File: src/design/assert_macros.svh
// ----------------------------------------------------------------------------
// assert_macros.svh
// Assertion macros shared by the transposition cipher RTL.
// ----------------------------------------------------------------------------
`ifndef ASSERT_MACROS_SVH
`define ASSERT_MACROS_SVH

// Clocked check, switched off while reset is held
`define ASSERT_CLK(label, clk, rst_n, prop) \
	label: assert property (@(posedge clk) disable iff (!rst_n) (prop)) \
		else $error("assertion failed in %m");

// Clocked check that also holds during reset
`define ASSERT_ALWAYS(label, clk, prop) \
	label: assert property (@(posedge clk) (prop)) \
		else $error("assertion failed in %m");

`endif

File: src/design/ctc_pkg.sv
// ----------------------------------------------------------------------------
// ctc_pkg
// Types, register indexes and helpers for the columnar transposition cipher.
// ----------------------------------------------------------------------------
`default_nettype none

package ctc_pkg;

	localparam int KEY_LEN_W = 5;
	localparam int CFG_IDX_W = 8;

	localparam logic [CFG_IDX_W-1:0] CFG_MODE      = 8'd0;
	localparam logic [CFG_IDX_W-1:0] CFG_KEY_LEN   = 8'd1;
	localparam logic [CFG_IDX_W-1:0] CFG_KEY_LOW   = 8'd2;
	localparam logic [CFG_IDX_W-1:0] CFG_KEY_HIGH  = 8'd3;

	localparam logic MODE_ENCRYPT = 1'b0;
	localparam logic MODE_DECRYPT = 1'b1;

	typedef enum logic [2:0] {
		ST_LOAD,
		ST_RANK,
		ST_WALK_COL,
		ST_WALK_ROW,
		ST_OUT_MAP,
		ST_OUT_BYTE,
		ST_SEND
	} ctc_state_t;

	typedef struct packed {
		logic                 start;
		logic [KEY_LEN_W-1:0] k;
	} rank_req_t;

	typedef struct packed {
		logic busy;
		logic done;
	} rank_rsp_t;

	// Pick key character idx out of the two key words
	function automatic logic [7:0] key_char(input logic [63:0] lo, input logic [63:0] hi,
		input logic [3:0] idx);
		logic [63:0] word;
		begin
			word = idx[3] ? hi : lo;
			return 8'(word >> {idx[2:0], 3'b000});
		end
	endfunction

endpackage

`default_nettype wire

File: src/design/ctc_ranker.sv
// ----------------------------------------------------------------------------
// ctc_ranker
// Stable ranking of the key characters with one shared comparator, one pair
// per cycle. Keeps a table from rank to column.
// ----------------------------------------------------------------------------
`default_nettype none

module ctc_ranker #(
	parameter int MAX_KEY = 16,
	localparam int KW = (MAX_KEY > 1) ? $clog2(MAX_KEY) : 1
) (
	input  wire logic              clk,
	input  wire logic              arst_n,
	input  wire ctc_pkg::rank_req_t req,
	input  wire logic [63:0]       key_lo,
	input  wire logic [63:0]       key_hi,
	input  wire logic [KW-1:0]     rd_rank,
	output logic [KW-1:0]          rd_col,
	output ctc_pkg::rank_rsp_t     rsp
);

	logic          busy_q;
	logic          done_q;
	logic [KW-1:0] a_q;
	logic [KW-1:0] b_q;
	logic [KW-1:0] cnt_q;
	logic [KW-1:0] last_q;
	logic [KW-1:0] rank_col_q [MAX_KEY];

	logic [7:0]    char_a;
	logic [7:0]    char_b;
	logic          below;
	logic [KW-1:0] cnt_next;
	logic          b_last;
	logic          a_last;

	always_comb begin
		char_a   = ctc_pkg::key_char(key_lo, key_hi, 4'(a_q));
		char_b   = ctc_pkg::key_char(key_lo, key_hi, 4'(b_q));
		// equal characters rank left to right
		below    = (char_b < char_a) || ((char_b == char_a) && (b_q < a_q));
		cnt_next = cnt_q + KW'(below);
		b_last   = (b_q == last_q);
		a_last   = (a_q == last_q);
	end

	always_ff @(posedge clk or negedge arst_n) begin
		if (!arst_n) begin
			busy_q <= 1'b0;
			done_q <= 1'b0;
			a_q    <= '0;
			b_q    <= '0;
			cnt_q  <= '0;
			last_q <= '0;
		end else begin
			done_q <= busy_q && a_last && b_last;
			if (req.start) begin
				busy_q <= 1'b1;
				a_q    <= '0;
				b_q    <= '0;
				cnt_q  <= '0;
				last_q <= KW'(req.k - 1'b1);
			end else if (busy_q) begin
				if (b_last) begin
					b_q   <= '0;
					cnt_q <= '0;
					if (a_last) begin
						busy_q <= 1'b0;
					end else begin
						a_q <= a_q + 1'b1;
					end
				end else begin
					b_q   <= b_q + 1'b1;
					cnt_q <= cnt_next;
				end
			end
		end
	end

	// column a holds rank cnt_next once all pairs for a are seen
	always_ff @(posedge clk) begin
		if (busy_q && b_last) begin
			rank_col_q[cnt_next] <= a_q;
		end
	end

	assign rd_col   = rank_col_q[rd_rank];
	assign rsp.busy = busy_q;
	assign rsp.done = done_q;

endmodule

`default_nettype wire

File: src/design/ctc_msg_mem.sv
// ----------------------------------------------------------------------------
// ctc_msg_mem
// Message store and address map, each one write and one registered read port.
// ----------------------------------------------------------------------------
`default_nettype none

module ctc_msg_mem #(
	parameter int MAX_MESSAGE = 64,
	localparam int AW = $clog2(MAX_MESSAGE)
) (
	input  wire logic          clk,
	input  wire logic          st_we,
	input  wire logic [AW-1:0] st_waddr,
	input  wire logic [7:0]    st_wdata,
	input  wire logic          st_re,
	input  wire logic [AW-1:0] st_raddr,
	output logic [7:0]         st_rdata,
	input  wire logic          mp_we,
	input  wire logic [AW-1:0] mp_waddr,
	input  wire logic [AW-1:0] mp_wdata,
	input  wire logic          mp_re,
	input  wire logic [AW-1:0] mp_raddr,
	output logic [AW-1:0]      mp_rdata
);

	logic [7:0]    store_q [MAX_MESSAGE];
	logic [AW-1:0] map_q   [MAX_MESSAGE];

	always_ff @(posedge clk) begin
		if (st_we) begin
			store_q[st_waddr] <= st_wdata;
		end
		if (st_re) begin
			st_rdata <= store_q[st_raddr];
		end
	end

	always_ff @(posedge clk) begin
		if (mp_we) begin
			map_q[mp_waddr] <= mp_wdata;
		end
		if (mp_re) begin
			mp_rdata <= map_q[mp_raddr];
		end
	end

endmodule

`default_nettype wire

File: src/design/columnar_transposition_cipher.sv
// Flow: bytes load at one per cycle while the input is ready; after the final byte the key
// is ranked (one comparison a cycle) and the address map is built, then each result goes
// through a map read, a store read and the output, which may stall.
// Throughput: one message at a time; input is not ready from the final byte until the
// last result is taken. Reset clears control state and registers; the message store and
// maps are left unwritten and need no clearing pass.
// ----------------------------------------------------------------------------
// columnar_transposition_cipher
// Incomplete columnar transposition over a buffered message, encrypt or decrypt.
// ----------------------------------------------------------------------------
`default_nettype none

`include "assert_macros.svh"

module columnar_transposition_cipher #(
	parameter int MAX_MESSAGE = 64,
	parameter int MAX_KEY     = 16
) (
	input  wire logic        clk,
	input  wire logic        arst_n,
	// configuration write channel
	input  wire logic        cfg_valid,
	output logic             cfg_ready,
	input  wire logic [7:0]  cfg_index,
	input  wire logic [63:0] cfg_data,
	// message in
	input  wire logic        s_tvalid,
	output logic             s_tready,
	input  wire logic [7:0]  s_tdata,   // [7:0] message_byte
	input  wire logic        s_tlast,   // final_byte
	// transposed message out
	output logic             m_tvalid,
	input  wire logic        m_tready,
	output logic [7:0]       m_tdata,   // [7:0] result_byte
	output logic             m_tlast,   // result_last
	output logic             m_tuser    // [0] truncated
);

	localparam int AW  = $clog2(MAX_MESSAGE);
	localparam int CW  = $clog2(MAX_MESSAGE + 1);
	localparam int PW  = $clog2(MAX_MESSAGE + MAX_KEY);
	localparam int KW  = (MAX_KEY > 1) ? $clog2(MAX_KEY) : 1;
	localparam int KNW = $clog2(MAX_KEY + 1);

	// configuration registers
	logic        mode_q;
	logic [4:0]  key_len_q;
	logic [63:0] key_lo_q;
	logic [63:0] key_hi_q;

	ctc_pkg::ctc_state_t state_q, state_d;

	logic [CW-1:0]  count_q;
	logic           ovf_q;
	logic           dec_q;
	logic [KNW-1:0] k_q;
	logic [KW-1:0]  r_q;
	logic [PW-1:0]  plain_q;
	logic [CW-1:0]  pos_q;
	logic [AW-1:0]  i_q;

	ctc_pkg::rank_req_t rank_req;
	ctc_pkg::rank_rsp_t rank_rsp;
	logic [KW-1:0]      rank_col;

	logic          in_acc;
	logic          out_acc;
	logic          store_ok;
	logic [KNW-1:0] k_clamp;
	logic          row_ok;
	logic          r_last;
	logic          i_last;
	logic [7:0]    st_rdata;
	logic [AW-1:0] mp_rdata;
	logic          mp_we;
	logic [AW-1:0] mp_waddr;
	logic [AW-1:0] mp_wdata;

	assign cfg_ready = 1'b1;

	always_ff @(posedge clk or negedge arst_n) begin
		if (!arst_n) begin
			mode_q    <= ctc_pkg::MODE_ENCRYPT;
			key_len_q <= 5'd1;
			key_lo_q  <= '0;
			key_hi_q  <= '0;
		end else if (cfg_valid) begin
			unique case (cfg_index)
				ctc_pkg::CFG_MODE:     mode_q    <= cfg_data[0];
				ctc_pkg::CFG_KEY_LEN:  key_len_q <= cfg_data[4:0];
				ctc_pkg::CFG_KEY_LOW:  key_lo_q  <= cfg_data;
				ctc_pkg::CFG_KEY_HIGH: key_hi_q  <= cfg_data;
				default: ;
			endcase
		end
	end

	always_comb begin
		priority if (key_len_q == 5'd0) begin
			k_clamp = KNW'(1);
		end else if (key_len_q > 5'(MAX_KEY)) begin
			k_clamp = KNW'(MAX_KEY);
		end else begin
			k_clamp = KNW'(key_len_q);
		end
	end

	assign s_tready = (state_q == ctc_pkg::ST_LOAD);
	assign m_tvalid = (state_q == ctc_pkg::ST_SEND);
	assign in_acc   = s_tvalid && s_tready;
	assign out_acc  = m_tvalid && m_tready;
	assign store_ok = (count_q < CW'(MAX_MESSAGE));
	assign row_ok   = (plain_q < PW'(count_q));
	assign r_last   = (r_q == KW'(k_q - 1'b1));
	assign i_last   = (CW'(i_q) == count_q - 1'b1);

	assign rank_req.start = in_acc && s_tlast;
	assign rank_req.k     = ctc_pkg::KEY_LEN_W'(k_clamp);

	// encrypt maps output position to plain index, decrypt the other way round
	assign mp_we    = (state_q == ctc_pkg::ST_WALK_ROW) && row_ok;
	assign mp_waddr = dec_q ? plain_q[AW-1:0] : pos_q[AW-1:0];
	assign mp_wdata = dec_q ? pos_q[AW-1:0] : plain_q[AW-1:0];

	always_comb begin
		state_d = state_q;
		unique case (state_q)
			ctc_pkg::ST_LOAD: begin
				if (in_acc && s_tlast) begin
					state_d = ctc_pkg::ST_RANK;
				end
			end
			ctc_pkg::ST_RANK: begin
				if (rank_rsp.done) begin
					state_d = ctc_pkg::ST_WALK_COL;
				end
			end
			ctc_pkg::ST_WALK_COL: state_d = ctc_pkg::ST_WALK_ROW;
			ctc_pkg::ST_WALK_ROW: begin
				if (!row_ok) begin
					state_d = r_last ? ctc_pkg::ST_OUT_MAP : ctc_pkg::ST_WALK_COL;
				end
			end
			ctc_pkg::ST_OUT_MAP:  state_d = ctc_pkg::ST_OUT_BYTE;
			ctc_pkg::ST_OUT_BYTE: state_d = ctc_pkg::ST_SEND;
			ctc_pkg::ST_SEND: begin
				if (out_acc) begin
					state_d = i_last ? ctc_pkg::ST_LOAD : ctc_pkg::ST_OUT_MAP;
				end
			end
			default: state_d = ctc_pkg::ST_LOAD;
		endcase
	end

	always_ff @(posedge clk or negedge arst_n) begin
		if (!arst_n) begin
			state_q <= ctc_pkg::ST_LOAD;
		end else begin
			state_q <= state_d;
		end
	end

	always_ff @(posedge clk or negedge arst_n) begin
		if (!arst_n) begin
			count_q <= '0;
			ovf_q   <= 1'b0;
			dec_q   <= 1'b0;
			k_q     <= KNW'(1);
			r_q     <= '0;
			plain_q <= '0;
			pos_q   <= '0;
			i_q     <= '0;
		end else begin
			unique case (state_q)
				ctc_pkg::ST_LOAD: begin
					if (in_acc) begin
						// drop bytes past the buffer and flag the message
						if (store_ok) begin
							count_q <= count_q + 1'b1;
						end else begin
							ovf_q <= 1'b1;
						end
						if (s_tlast) begin
							dec_q <= mode_q;
							k_q   <= k_clamp;
							r_q   <= '0;
							pos_q <= '0;
						end
					end
				end
				ctc_pkg::ST_WALK_COL: plain_q <= PW'(rank_col);
				ctc_pkg::ST_WALK_ROW: begin
					if (row_ok) begin
						plain_q <= plain_q + PW'(k_q);
						pos_q   <= pos_q + 1'b1;
					end else if (!r_last) begin
						r_q <= r_q + 1'b1;
					end else begin
						i_q <= '0;
					end
				end
				ctc_pkg::ST_SEND: begin
					if (out_acc) begin
						if (i_last) begin
							count_q <= '0;
							ovf_q   <= 1'b0;
							pos_q   <= '0;
						end else begin
							i_q <= i_q + 1'b1;
						end
					end
				end
				default: ;
			endcase
		end
	end

	ctc_ranker #(
		.MAX_KEY (MAX_KEY)
	) u_ranker (
		.clk     (clk),
		.arst_n  (arst_n),
		.req     (rank_req),
		.key_lo  (key_lo_q),
		.key_hi  (key_hi_q),
		.rd_rank (r_q),
		.rd_col  (rank_col),
		.rsp     (rank_rsp)
	);

	ctc_msg_mem #(
		.MAX_MESSAGE (MAX_MESSAGE)
	) u_mem (
		.clk      (clk),
		.st_we    (in_acc && store_ok),
		.st_waddr (count_q[AW-1:0]),
		.st_wdata (s_tdata),
		.st_re    (state_q == ctc_pkg::ST_OUT_BYTE),
		.st_raddr (mp_rdata),
		.st_rdata (st_rdata),
		.mp_we    (mp_we),
		.mp_waddr (mp_waddr),
		.mp_wdata (mp_wdata),
		.mp_re    (state_q == ctc_pkg::ST_OUT_MAP),
		.mp_raddr (i_q),
		.mp_rdata (mp_rdata)
	);

	assign m_tdata = st_rdata;
	assign m_tlast = i_last;
	assign m_tuser = ovf_q;

	`ASSERT_CLK(a_no_overlap, clk, arst_n, !(s_tready && m_tvalid))
	`ASSERT_CLK(a_pos_bound, clk, arst_n, pos_q <= count_q)
	`ASSERT_CLK(a_send_index, clk, arst_n, m_tvalid |-> (CW'(i_q) < count_q))
	`ASSERT_CLK(a_end_clears, clk, arst_n,
		(m_tvalid && m_tready && m_tlast) |=> (s_tready && count_q == '0 && !ovf_q))
	`ASSERT_CLK(a_rank_done, clk, arst_n,
		rank_rsp.done |-> (state_q == ctc_pkg::ST_RANK && !rank_rsp.busy))

endmodule

`default_nettype wire

File: config.mk
export PLATFORM = sky130hd
export DESIGN_NAME = columnar_transposition_cipher
export DESIGN_NICKNAME = d
export VERILOG_FILES = /design/src/design/ctc_pkg.sv /design/src/design/ctc_ranker.sv /design/src/design/ctc_msg_mem.sv /design/src/design/columnar_transposition_cipher.sv
export VERILOG_INCLUDE_DIRS = /design/src /design/src/design
export SDC_FILE = /design/constraint.sdc
export NUM_CORES = 1
export LEC_CHECK = 0
export BUFFER_PORTS_ARGS = -buffer_cell sky130_fd_sc_hd__buf_4
export CAP_MARGIN = 20
export CORE_ASPECT_RATIO = 0.5
export CORE_MARGIN = 8
export CORE_UTILIZATION = 55
export CTS_BUF_LIST = sky130_fd_sc_hd__clkbuf_16
export DETAILED_ROUTE_END_ITERATION = 8
export PLACE_DENSITY = 0.67
export SLEW_MARGIN = 20
export SYNTH_ARGS = -nofsm -noshare
export SYNTH_HDL_FRONTEND = slang
export SYNTH_SLANG_ARGS = --single-unit
File: constraint.sdc
create_clock -name clk -period 6.5 [get_ports clk]
set_input_delay 0.325 -clock clk [delete_from_list [all_inputs] [get_ports clk]]
set_output_delay 0.325 -clock clk [all_outputs]
set_load 0.1 [all_outputs]
**Yosys cells after proc, flatten, opt, wreduce, memory -nomap -nowiden**

Memory sizes are Yosys's and may differ from the RTL's. A register that Yosys moved wholly into a read port is not among the register bits.
Index checks and enable logic that the tools add are counted.

- Flip-flop bits (word level): 193
- Memory bits (writable): 960
- Input bits: 86
- Output and inout bits: 13
- Logic and storage cells: 160
- Memories kept: 3

- Add/subtract/negate cells: 11
- Order comparisons: 5
- Equal/unequal tests: 28
- Shift operators: 2
- Mux-type cells: 59
- Reductions and logical operators: 33

Memories:

| name | words | bits a word | rd ports | clocked after Yosys merged registers in | write ports | RTL line | RTL |
|---|---|---|---|---|---|---|---|
| u_mem.store_q | 64 | 8 | 1 | 1 | 1 | ctc_msg_mem.sv:26 | `logic [7:0] store_q [MAX_MESSAGE];` |
| u_mem.map_q | 64 | 6 | 1 | 1 | 1 | ctc_msg_mem.sv:27 | `logic [AW-1:0] map_q [MAX_MESSAGE];` |
| u_ranker.rank_col_q | 16 | 4 | 1 | 0 | 1 | ctc_ranker.sv:28 | `logic [KW-1:0] rank_col_q [MAX_KEY];` |

Operators with widths:

| operator | count |
|---|---|
| 2-to-1 mux 64 bit | 2 |
| right shift 64 x 6 -> 8 bit | 2 |
| 2-to-1 mux 4 bit | 14 |
| 2-to-1 mux 7 bit | 8 |
| 2-to-1 mux 6 bit | 6 |
| case mux 7 bit (2 select lines) | 2 |
| case mux 3 bit (7 select lines) | 1 |
| case mux 7 bit (3 select lines) | 1 |
| AND reduction 5 bit | 4 |
| 2-to-1 mux 3 bit | 6 |
| equality test 8 x 2 -> 1 bit (second input constant) | 2 |
| adder 7 x 1 -> 7 bit (second input constant) | 2 |
| 2-to-1 mux 1 bit | 14 |
| != test 2 x 1 -> 1 bit (second input constant) | 7 |
| != test 2 bit (second input constant) | 7 |
| adder 4 x 1 -> 4 bit (second input constant) | 3 |
| equality test 4 bit | 3 |
| case mux 6 bit (2 select lines) | 1 |
| nonzero test 2 bit | 6 |
| 2-to-1 mux 5 bit | 2 |
| AND reduction 2 bit | 5 |
| equality test 3 bit (second input constant) | 3 |
| logical AND 1 bit | 9 |
| equality test 8 x 1 -> 1 bit (second input constant) | 1 |
| 24 further kinds | 27 |

**Longest topological paths before layout**

Gate-level depths: netlist of the first run.

- Depth in word-level cells: 9
- Mapped depth: 18
- Gate-level depth less buffers: 15

**Modules after synthesis**

Synthesis of the first run repeated with hierarchy kept, for this count alone.

- Cells, all modules: 2597
- Area, all modules: 49062.1 µm²

By module, submodules not included:

| module | instances | cells an instance | area an instance (µm²) | sequential area each (µm²) |
|---|---|---|---|---|
| ctc_msg_mem | 1 | 1636 | 35477.8 | 27326.2 |
| columnar_transposition_cipher | 1 | 614 | 7893.8 | 4356.7 |
| ctc_ranker | 1 | 347 | 5690.5 | 2372.3 |

**Worst setup path after synthesis of the first run**

No wires, ideal clock.

- Path type: reg-to-reg
- Start: register u_ranker.a_q[3]
- End: memory u_ranker.rank_col_q[12][0] in the netlist's numbering (enable)
- Library setup time: 377 ps
- Arrival: 4483 ps
- Data required time: 6123 ps
- Setup slack: 1640 ps
- Stages on the path, launching flop included: 18
- Buffers on the path: 2
- Clock period less this slack: 4860 ps
- Cells stage by stage: dfrtp_1 -> clkbuf_1 -> buf_2 -> mux4_2 -> mux4_2 -> inv_1 -> ha_1 -> nor2b_1 -> o21a_1 -> o21ai_0 -> a21oi_1 -> o31a_1 -> o21ai_0 -> ha_1 -> ha_1 -> xor2_1 -> nand2_1 -> nor4_1

- Word-level cells in the longest chain between the ends: 6
- Elaborated cells between the ends (all ways): 8
- Those cells by class: 1 x add/sub; 2 x order compare; 1 x eq/ne; 1 x shift; 1 x mux; 2 x reduce/logical

RTL lines:

| element | RTL line | RTL |
|---|---|---|
| start: declaration | ctc_ranker.sv:24 | `logic [KW-1:0] a_q;` |
| start signal: assignment | ctc_ranker.sv:70 | `a_q <= a_q + 1'b1;` |
| parallel branches: the longest is 4 deep, another holds < comparator 8 bit | n/a |  |
| logical OR 1 bit * | ctc_ranker.sv:41 | `below = (char_b < char_a) \|\| ((char_b == char_a) && (b_q < a_q));` |
| adder 4 x 1 -> 4 bit * | ctc_ranker.sv:42 | `cnt_next = cnt_q + KW'(below);` |
| end: declaration | ctc_ranker.sv:28 |  |

Mark *: on every way between the ends.

**Final worst setup path of the first run**

- Start: register u_ranker.b_q[3]
- End: memory u_ranker.rank_col_q[0][0] in the netlist's numbering (enable)

- Word-level cells in the longest chain between the ends: 6
- Elaborated cells between the ends (all ways): 12
- Those cells by class: 1 x add/sub; 2 x order compare; 2 x eq/ne; 1 x shift; 3 x mux; 3 x reduce/logical

RTL lines:

| element | RTL line | RTL |
|---|---|---|
| start: declaration | ctc_ranker.sv:25 | `logic [KW-1:0] b_q;` |
| start signal: assignment | ctc_ranker.sv:73 | `b_q <= b_q + 1'b1;` |
| parallel branches: the longest is 6 deep, another holds < comparator 8 bit | n/a |  |

Parallel ways; which one is timed is not known.

==> results of run 1 <==
-- what timing repair did --
item	in CTS	in global routing
hold endpoints to repair	245	0
gates resized for setup	0	0
hold buffers	68	0
-- sequential cells by signal (all words and copies together) (netlist names), 3 cells and up --
signal / cells
u_mem.store_q: 512
u_mem.map_q: 384
key_hi_q: 64
key_lo_q: 64
u_ranker.rank_col_q: 64
u_mem.st_rdata: 8
count_q: 7
plain_q: 7
i_q: 6
pos_q: 6
u_mem.mp_rdata: 6
k_q: 5
key_len_q: 5
r_q: 4
u_ranker.a_q: 4
u_ranker.b_q: 4
u_ranker.cnt_q: 4
u_ranker.last_q: 4
state_q: 3
-- final timing paths --
check | from | endpoint | slack, ns
worst min register to register | k_q[4] | k_q[4] | 0.50
worst min-delay path | cfg_index[0] | mode_q | 0.07
min in group asynchronous | arst_n | key_hi_q[22] | 0.31
worst max-delay path | u_ranker.b_q[3] | u_ranker.rank_col_q[0][0] | 1.18
max in group asynchronous | arst_n | key_lo_q[5] | 4.93
worst max register to register | u_ranker.b_q[3] | u_ranker.rank_col_q[0][0] | 1.18
-- cell usage after synthesis (6+ instances only) --
cell                         n
sky130_fd_sc_hd__nand4_1    10
sky130_fd_sc_hd__dfrtp_1   190
sky130_fd_sc_hd__mux2_2    135
sky130_fd_sc_hd__clkbuf_1   60
sky130_fd_sc_hd__mux2i_1     6
sky130_fd_sc_hd__nor3_1     11
sky130_fd_sc_hd__nor3b_1     8
sky130_fd_sc_hd__mux4_2    380
sky130_fd_sc_hd__nor2b_1    11
sky130_fd_sc_hd__buf_2      42
sky130_fd_sc_hd__nand2b_1    8
sky130_fd_sc_hd__inv_1      35
sky130_fd_sc_hd__ha_1       33
sky130_fd_sc_hd__xnor2_1    24
sky130_fd_sc_hd__o32ai_1     9
sky130_fd_sc_hd__nand3_1    32
sky130_fd_sc_hd__o21ai_0    29
sky130_fd_sc_hd__nand2_1    89
sky130_fd_sc_hd__buf_6      14
sky130_fd_sc_hd__buf_1      15
sky130_fd_sc_hd__a22oi_1    29
sky130_fd_sc_hd__nor2_1    181
sky130_fd_sc_hd__a21oi_1    30
sky130_fd_sc_hd__edfxtp_1  974
-- power groups by stage --
stage               logic (mW)  clock network (mW)  registers (mW)
CTS                       3.54                5.70            9.27
detailed placement        3.49                   0            9.43
global placement          3.42                   0            9.42
finish                    3.49                5.60            9.27
floorplan                 2.71                   0            9.07
global route              3.80                5.98            9.31
-- cell families after synthesis --
group,synth area share
flip-flops,0.7025
multiplexers,0.2103
AND/OR/NAND/NOR,0.03626
buffers and inverters,0.01665
AO/OA/AOI/OAI,0.02003
adder cells (fa/ha/maj),0.008931
XOR/XNOR,0.005239
other,0.00007736
-- cell type report --
class | count | area (um^2)
well taps | 1185 | 1483
inverters | 38 | 142.6
diodes | 1 | 2.502
flip-flops and latches | 1166 | 34070
multi-input cells | 1120 | 13670
repair buffers | 192 | 1647
clock inverters | 79 | 601.8
fillers | 6226 | 33840
clock buffers | 96 | 2402
-- metal layers --
| layer | part of all wire | GRT usage | wire length, um |
|---|---|---|---|
| met4 | 0.025 | 0.05605 | 2574 |
| met1 | 0.43 | 0.3012 | 44680 |
| met2 | 0.48 | 0.3404 | 49910 |
| met5 | 0 | 0 | 0 |
| met3 | 0.061 | 0.04051 | 6359 |
-- critical path, cell delays in order (launching register included) --
cell and delay, ns:
sky130_fd_sc_hd__dfrtp_2 0.88, sky130_fd_sc_hd__buf_4 0.40, sky130_fd_sc_hd__mux4_2 0.53, sky130_fd_sc_hd__mux4_2 0.48, sky130_fd_sc_hd__ha_1 0.30, sky130_fd_sc_hd__a21oi_1 0.13, sky130_fd_sc_hd__nor2b_1 0.06, sky130_fd_sc_hd__o31a_1 0.26
sky130_fd_sc_hd__o21ai_0 0.38, sky130_fd_sc_hd__ha_1 0.26, sky130_fd_sc_hd__ha_1 0.24, sky130_fd_sc_hd__xnor2_1 0.17, sky130_fd_sc_hd__nand2_1 0.15, sky130_fd_sc_hd__nor4_1 0.70
-- stage by stage --
stage / cells / hold WS (ns) / setup WS [ns] / utilization / instance area, um^2
2_1_floorplan: 2457 / 0.02941 / 1.640 / - / 48480
3_3_place_gp: 3633 / 0.4813 / 1.215 / 0.5727 / 50320
3_5_place_dp: 3633 / 0.4784 / 1.116 / 0.5727 / 50320
4_1_cts: 3876 / 0.01588 / 1.071 / 0.6147 / 54010
5_1_grt: 3876 / 0.04499 / 0.7968 / 0.6148 / 54020
6_report: 3877 / 0.06861 / 1.181 / 0.6148 / 54020
==> results list, run 1 <==
* Chip Width: 435.9 um
* Worst Reg2Reg Path Length in Cells: 13
- For the worst-skew pair, the clock arrives at the later sink with an insertion delay of 0.70 ns.
- Highest attainable clock frequency: 188.0 MHz
- For this block, the routed nets add up to 103500 um of wire.
- After detailed routing, the number of remaining DRC violations is 0.
* Maximum clock skew at final layout: 0.02858 ns
- Relative contribution of combinational cells to total power: 0.190
- Number of nets still failing antenna checks after routing: 0
- A synthesized cell averages 19.73 um^2.
- Number of failing hold endpoints at the final stage: 0
* Required time at the worst-slack endpoint: 6.83 ns
- Total vias in the final route: 23.96k
- At the end of routability-driven placement, the weighted congestion stood at 0.8163.
- Setup repair after global routing missed its margin: false
- In the final timing run, aggregate negative setup slack is 0 ns.
- Of the cells placed in the final design, the portion with a size suffix greater than 1 is 0.2969.
- In this run, CTS created clock tree buffers numbering 96.
- Std cell rows: 77
- Clock tree synthesis selected as its root buffer the cell sky130_fd_sc_hd__clkbuf_16.
- The analysis attributes to cell leakage a power of 18.13 nW.
- Post-Synthesis Cell Area: 48480 um^2
* Starting density of the core: 0.5517
* Hold crit path type: in2reg
- # setup viols final: 0
- Along the worst path, the maximum fanout reaches 23.
- Data arrival time of the worst path: 5.65 ns
- Num Clock Sinks: 1166
* Type of element launching the critical path: flip-flop
* Internal power consumption: 13.22 mW
- At the pin with the least slew margin, the transition time is 1.043 ns.
* IR Drop Worst-Case VDD: 0.2510 mV
- During placement, the flow inserted port buffers numbering 97.
* First-pass iteration count of the detailed router: 7
- For this run, the total global-route usage over all layers was measured as 0.2112.
* Type of the setup path with the least slack: reg2reg
* CTS max path bufs: 3
- Pwr per Cell Area: 339.8 nW/um^2
- After floorplanning, the core was sized to cover 87860 um^2.
- Vias/cell: 6.179
* Synthesized flop and latch total: 1166
- Sum of overflow across all layers after global routing: 0
- Maximum Capacitance Violations: 0
- The floorplan step set the die height to 225.9 um.
- 99 I/O pins were placed.
- Fraction of power spent switching nets: 0.2797
* Pin count of the biggest net entering global routing: 129
- Post-detail-place hpwl: 63770 um
- By area the synthesized netlist is led by sky130_fd_sc_hd__edfxtp_1, sky130_fd_sc_hd__mux4_2, sky130_fd_sc_hd__dfrtp_1, sky130_fd_sc_hd__mux2_2, sky130_fd_sc_hd__nor2_1.
- The number of nets handed over by synthesis was 2577.
* Run status: finished clean
- In this run the tightest slew margin relative to its limit is 0.3049.
* Initial detailed-routing violation count: 2356
- H-tree depth: 3
- Global-route wire length before repair: 157300 um
* Reg clk slew, reported paths: 0.07 ns
* Via count of the first global-routing pass: 24.53k
- Post-synthesis cell count: 2457
- TritonCTS clock tree: built
- Post-synth cell types: 71
- Of the post-synthesis cell area, the dominant cell type holds 0.6033.
- Along the worst hold path, the cell count comes to 3.
- The final layout contains 2734 nets.
- Cell type contributing the most total cell area after synthesis: sky130_fd_sc_hd__edfxtp_1
- Of the total power, registers draw 0.505.
- Yosys warnings: 0
- Sw Pwr: 5.133 mW
- The floorplan step defined a die boundary enclosing 98470 um^2.
- The smallest clock period supported by the final layout is computed as 5.319 ns.
- Yosys mapped a number of flops with a built-in enable equal to 974.
- Dominant register cell in the synthesized netlist: sky130_fd_sc_hd__edfxtp_1
* Fin. max-slew vios: 0
- Power Total: 18.36 mW
* Layout Area Growth over Synthesis: 11.44%
- Of the total power, the clock network draws 0.305.
- Most frequent standard cell in the layout excluding fill and tap cells: sky130_fd_sc_hd__edfxtp_1
- Post-CTS Setup Bufs: 0
- The initial antenna violation count came to 0.
* WL per Instance: 26.70 um
- Final cycle utilization of the critical path: 0.8183
- Share of async-settable or async-resettable flops after synthesis: 0.1647
- Sequential cell area fraction in the yosys report: 0.7025
- The library cells used most frequently in the layout, excluding fill and tap cells, are sky130_fd_sc_hd__edfxtp_1, sky130_fd_sc_hd__mux4_2, sky130_fd_sc_hd__dfrtp_1.
- Critical path endpoint category: flip-flop
(Power assumes the default switching activity.)
==> run 2: changes to the inputs <==
- ABC_AREA: unset -> 1
- clock period: 6.5 -> 4.9 ns (I/O delays scaled with it)
==> run 2 against run 1 <==
  * Die area rose by 4.8%
  * Maximum frequency grew 19%
  * Register-to-register slack worse by 0.75 ns
  * Via count up 53%
  * Worst setup slack lost 0.75 ns
  * Hold slack better by 0.012 ns
==> results list, run 2 <==
- Number of failing hold endpoints at the final stage: 0
- Number of antenna violations at the first check in global routing: 1
- In this run the clock root is driven by a sky130_fd_sc_hd__clkbuf_16.
- WL per Instance: 20.57 um
* Largest fanout of any net on the critical path: 67
* Total Die Area: 103200 um^2
- The number of pins with negative max-slew slack in the final report was 0.
- Via count of the first global-routing pass: 35.02k
* Met3 demand-to-capacity share in global routing: 0.03791
* Run status: finished clean
- Starting density of the core: 0.5512
* Layout Area Growth over Synthesis: 10.73%
- In this run the register-to-register setup slack is 0.43 ns.
* Sequential cell area fraction in the yosys report: 0.6685
- Summed over all nets, the switching power comes to 7.424 mW.
- The clock passes through at most 3 buffers.
- The share of synthesized area in the top cell type comes to 0.5742.
* TritonCTS clock tree: built
* Flip-flop count of the largest register after layout: 512
- Overall routing resource usage: 0.2476
- Maximum Capacitance Violations: 0
- The share of total power dissipated in the clock network is 0.321.
- Chip Height: 231.2 um
- Cell internal power was estimated by the tool at 17.06 mW.
- The biggest area contributor in the post-synthesis netlist is sky130_fd_sc_hd__edfxtp_1.
- Detailed placement finished with a half-perimeter wire length of 76960 um.
- In the finished design, the share of the clock period the worst path needs comes to 0.9127.
- Dividing the synthesized area by the synthesized cell count gives 10.25 um^2.
- The floorplan step set the die width to 446.4 um.
- Most repeated cell in the gate-level netlist after synthesis: sky130_fd_sc_hd__nand2_1
- Post-synth cell types: 43
* Worst Min Path Start: s_tlast
- Buffers inserted during clock tree synthesis total 101.
* Antenna diode count: 0
- For the worst flop-to-flop path, the logic depth is 16.
- Dividing total power by cell area gives a power density of 434.1 nW/um^2.
* Type of element launching the critical path: flip-flop
- First-pass iteration count of the detailed router: 7
* Hold crit path type: in2reg
- Required time at the worst-slack endpoint: 5.25 ns
* Initial detailed-routing violation count: 4557
- After detailed routing, the number of vias per cell comes to 5.804.
* Critical path endpoint category: flip-flop
- Timing would allow up to 223.6 MHz.
- After detailed placement, the total cell area comes to 52490 um^2.
* H-tree depth: 3
- Most frequent cells in the layout: sky130_fd_sc_hd__nand2_1, sky130_fd_sc_hd__edfxtp_1, sky130_fd_sc_hd__nand3_1
- Type of the setup path with the least slack: reg2reg
- Relative contribution of sequential cells to total power: 0.488
* # setup viols final: 0
- Measured against its own limit, the worst slew margin works out to 0.2419.
* Number of flops mapped to enable cells by yosys: 974
* Reg-to-Reg End: u_ranker.rank_col_q[5][1]
- The total overflow left after global routing is 0.
* Layout net count: 5106
- IR Drop Worst-Case VDD: 0.4353 mV
* Post-route cell area: 56410 um^2
* Std cell rows: 79
- CTS saw 1166 sinks.
- Detailed routing inserted a total of 36.73k vias.
* Pre-CTS setup slack: 0.6236 ns
- Largest register by flop count: u_mem.store_q
- Post-synthesis net count: 5092
- Slew @ Worst Pin: 1.137 ns
- Clock skew on the completed layout was measured at 0.03553 ns.
* Data arrival time of the worst path: 4.82 ns
* Routability Congestion: 0.8816
* Number of nets still failing antenna checks after routing: 0
* Fraction of final layout cells sized beyond drive strength 1: 0.06349
- Yosys attributes the largest share of cell area to sky130_fd_sc_hd__edfxtp_1, sky130_fd_sc_hd__nand2_1, sky130_fd_sc_hd__dfrtp_1, sky130_fd_sc_hd__nand3_1, sky130_fd_sc_hd__o21ai_0.
- The largest registers in the layout are u_mem.store_q (512), u_mem.map_q (384).
- The core region is 92420 um^2.
- In this run the critical register-to-register path is launched from u_ranker.a_q[0].
- The smallest clock period supported by the final layout is computed as 4.472 ns.
* Dominant register cell in the synthesized netlist: sky130_fd_sc_hd__edfxtp_1
- Most frequent standard cell in the layout excluding fill and tap cells: sky130_fd_sc_hd__nand2_1
- Along the worst hold path, the cell count comes to 5.
- Commonest cells post-synth: sky130_fd_sc_hd__nand2_1, sky130_fd_sc_hd__edfxtp_1, sky130_fd_sc_hd__nand3_1, sky130_fd_sc_hd__o21ai_0, sky130_fd_sc_hd__nor2_1
* Fraction of power spent switching nets: 0.3032
- Total Negative Setup Slacks: 0 ns
- For this run, asynchronously set or reset flops after synthesis account for 0.1647.
- The share of total power dissipated in combinational logic is 0.191.
- Entering global routing, the biggest net connects 180 pins.
- The clock reaches the later pin of the worst-skew pair after 0.71 ns.
- For hold timing, the worst endpoint is dec_q.
- After clock tree synthesis, the clock-pin slew on the worst setup and hold paths is 0.06 ns.
* Post-Synthesis Cell Area: 50940 um^2
* Yosys warnings: 0
- Final core utilization: 0.6103
* GR Layer Usage met2: 0.3916
- 99 I/O pins were placed.
* Most used routing layer: met2
* Power Total: 24.49 mW
- Summed over all cells, the static leakage comes to 21.64 nW.
- Synthesized flop and latch total: 1166
- Summed over all layers, the routed wires come to 130100 um.
- Met1 demand-to-capacity share in global routing: 0.3585
* I/O Buffers: 97
* DRC violation count after routing: 0
* PnR worst setup slack: 0.4278 ns
- Counting every instance in the synthesized netlist gives 4972.
- The first global-routing pass estimated 202400 um of wire.
- Setup repair after global routing left no endpoint under its margin.
==> run 2: cell count changes in the layout (fill, tap and decap cells not counted), moves of 108 or more <==
cell / before / now
sky130_fd_sc_hd__nand2_1: 89 / 1527
sky130_fd_sc_hd__mux2_2: 133 / 0
sky130_fd_sc_hd__inv_1: 53 / 228
sky130_fd_sc_hd__mux4_2: 380 / 0
sky130_fd_sc_hd__nand3_1: 32 / 811
sky130_fd_sc_hd__nor2_1: 181 / 289
sky130_fd_sc_hd__o21ai_0: 25 / 351
==> run 2: worst max-delay path by stage <==
| stage | startpoint | to | slack, ns | cells past startpoint |
|---|---|---|---|---|
| finish | u_ranker.a_q[0] | u_ranker.rank_col_q[5][1] | 0.43 | 16 |
| global route | u_ranker.a_q[0] | u_ranker.rank_col_q[9][1] | 0.14 | 16 |
| CTS | u_ranker.a_q[0] | u_ranker.rank_col_q[5][0] | 0.61 | 16 |
| detailed placement | u_ranker.a_q[0] | u_ranker.rank_col_q[5][2] | 0.62 | 16 |
| global placement | u_ranker.a_q[0] | u_ranker.rank_col_q[5][1] | 0.83 | 16 |
| floorplan | dec_q | u_mem.map_q[0][2] | 0.85 | 3 |
==> run 2: layer usage <==
layer	wire length, um	share of wire	vias up
li1	-	-	17110
met1	56780	0.44	17770
met2	59750	0.46	1602
met3	10070	0.077	243
met4	3527	0.027	0
met5	0	0	-
==> run 2: worst max-delay path: stages (launching register included) <==
cell and delay (ns):
sky130_fd_sc_hd__dfrtp_2 1.10, sky130_fd_sc_hd__o21ai_0 0.27, sky130_fd_sc_hd__o21ai_0 0.27, sky130_fd_sc_hd__o221ai_1 0.15, sky130_fd_sc_hd__nand2_1 0.11, sky130_fd_sc_hd__inv_1 0.05, sky130_fd_sc_hd__ha_1 0.30, sky130_fd_sc_hd__a21oi_1 0.15
sky130_fd_sc_hd__nor2_1 0.05, sky130_fd_sc_hd__a211oi_1 0.22, sky130_fd_sc_hd__o21ai_0 0.14, sky130_fd_sc_hd__nand2_1 0.15, sky130_fd_sc_hd__ha_1 0.19, sky130_fd_sc_hd__ha_1 0.16, sky130_fd_sc_hd__xor2_1 0.23, sky130_fd_sc_hd__nand2_1 0.17
sky130_fd_sc_hd__nor2_1 0.37
==> run 2: power by group through the flow <==
stage               clock (mW)  sequential (mW)  combinational [mW]
finish                    7.85             12.0                4.69
global route              8.30             12.0                5.21
CTS                       7.94             11.9                4.66
detailed placement           0             12.1                4.59
global placement             0             12.1                4.48
floorplan                    0             12.1                3.02
==> run 2: per-stage QoR <==
| step | hold WS (ns) | std cells |
|---|---|---|
| 2_1_floorplan | -0.05059 | 4972 |
| 3_3_place_gp | 0.3328 | 6068 |
| 3_5_place_dp | 0.3369 | 6068 |
| 4_1_cts | 0.02999 | 6327 |
| 5_1_grt | 0.1027 | 6327 |
| 6_report | 0.08105 | 6327 |
==> run 2: area by class of cell <==
class / count / area, um^2
well taps: 1255 / 1570
clock buffers: 106 / 2653
repair buffers: 212 / 1839
inverters: 219 / 834.6
clock inverters: 83 / 550.5
fillers: 7500 / 36010
multi-input cells: 3286 / 14890
flip-flops and latches: 1166 / 34070
==> run 2: cell families after synthesis <==
kind of cell               Yosys count  share of synthesized area
other                                1                 0.00007362
buffers and inverters              520                    0.04095
DFF                               1166                     0.6685
AOI/OAI and AO/OA                  555                    0.05851
xor gates and xnor gates            26                   0.004470
and+or+nand+nor                   2670                     0.2190
adders and majority gates           34                   0.008499
==> run 2: what timing repair did <==
action	4_1_cts	5_1_grt
hold buffers	70	0
buffers inserted	0	0
hold endpoints to repair	217	0
gates resized for setup	0	0
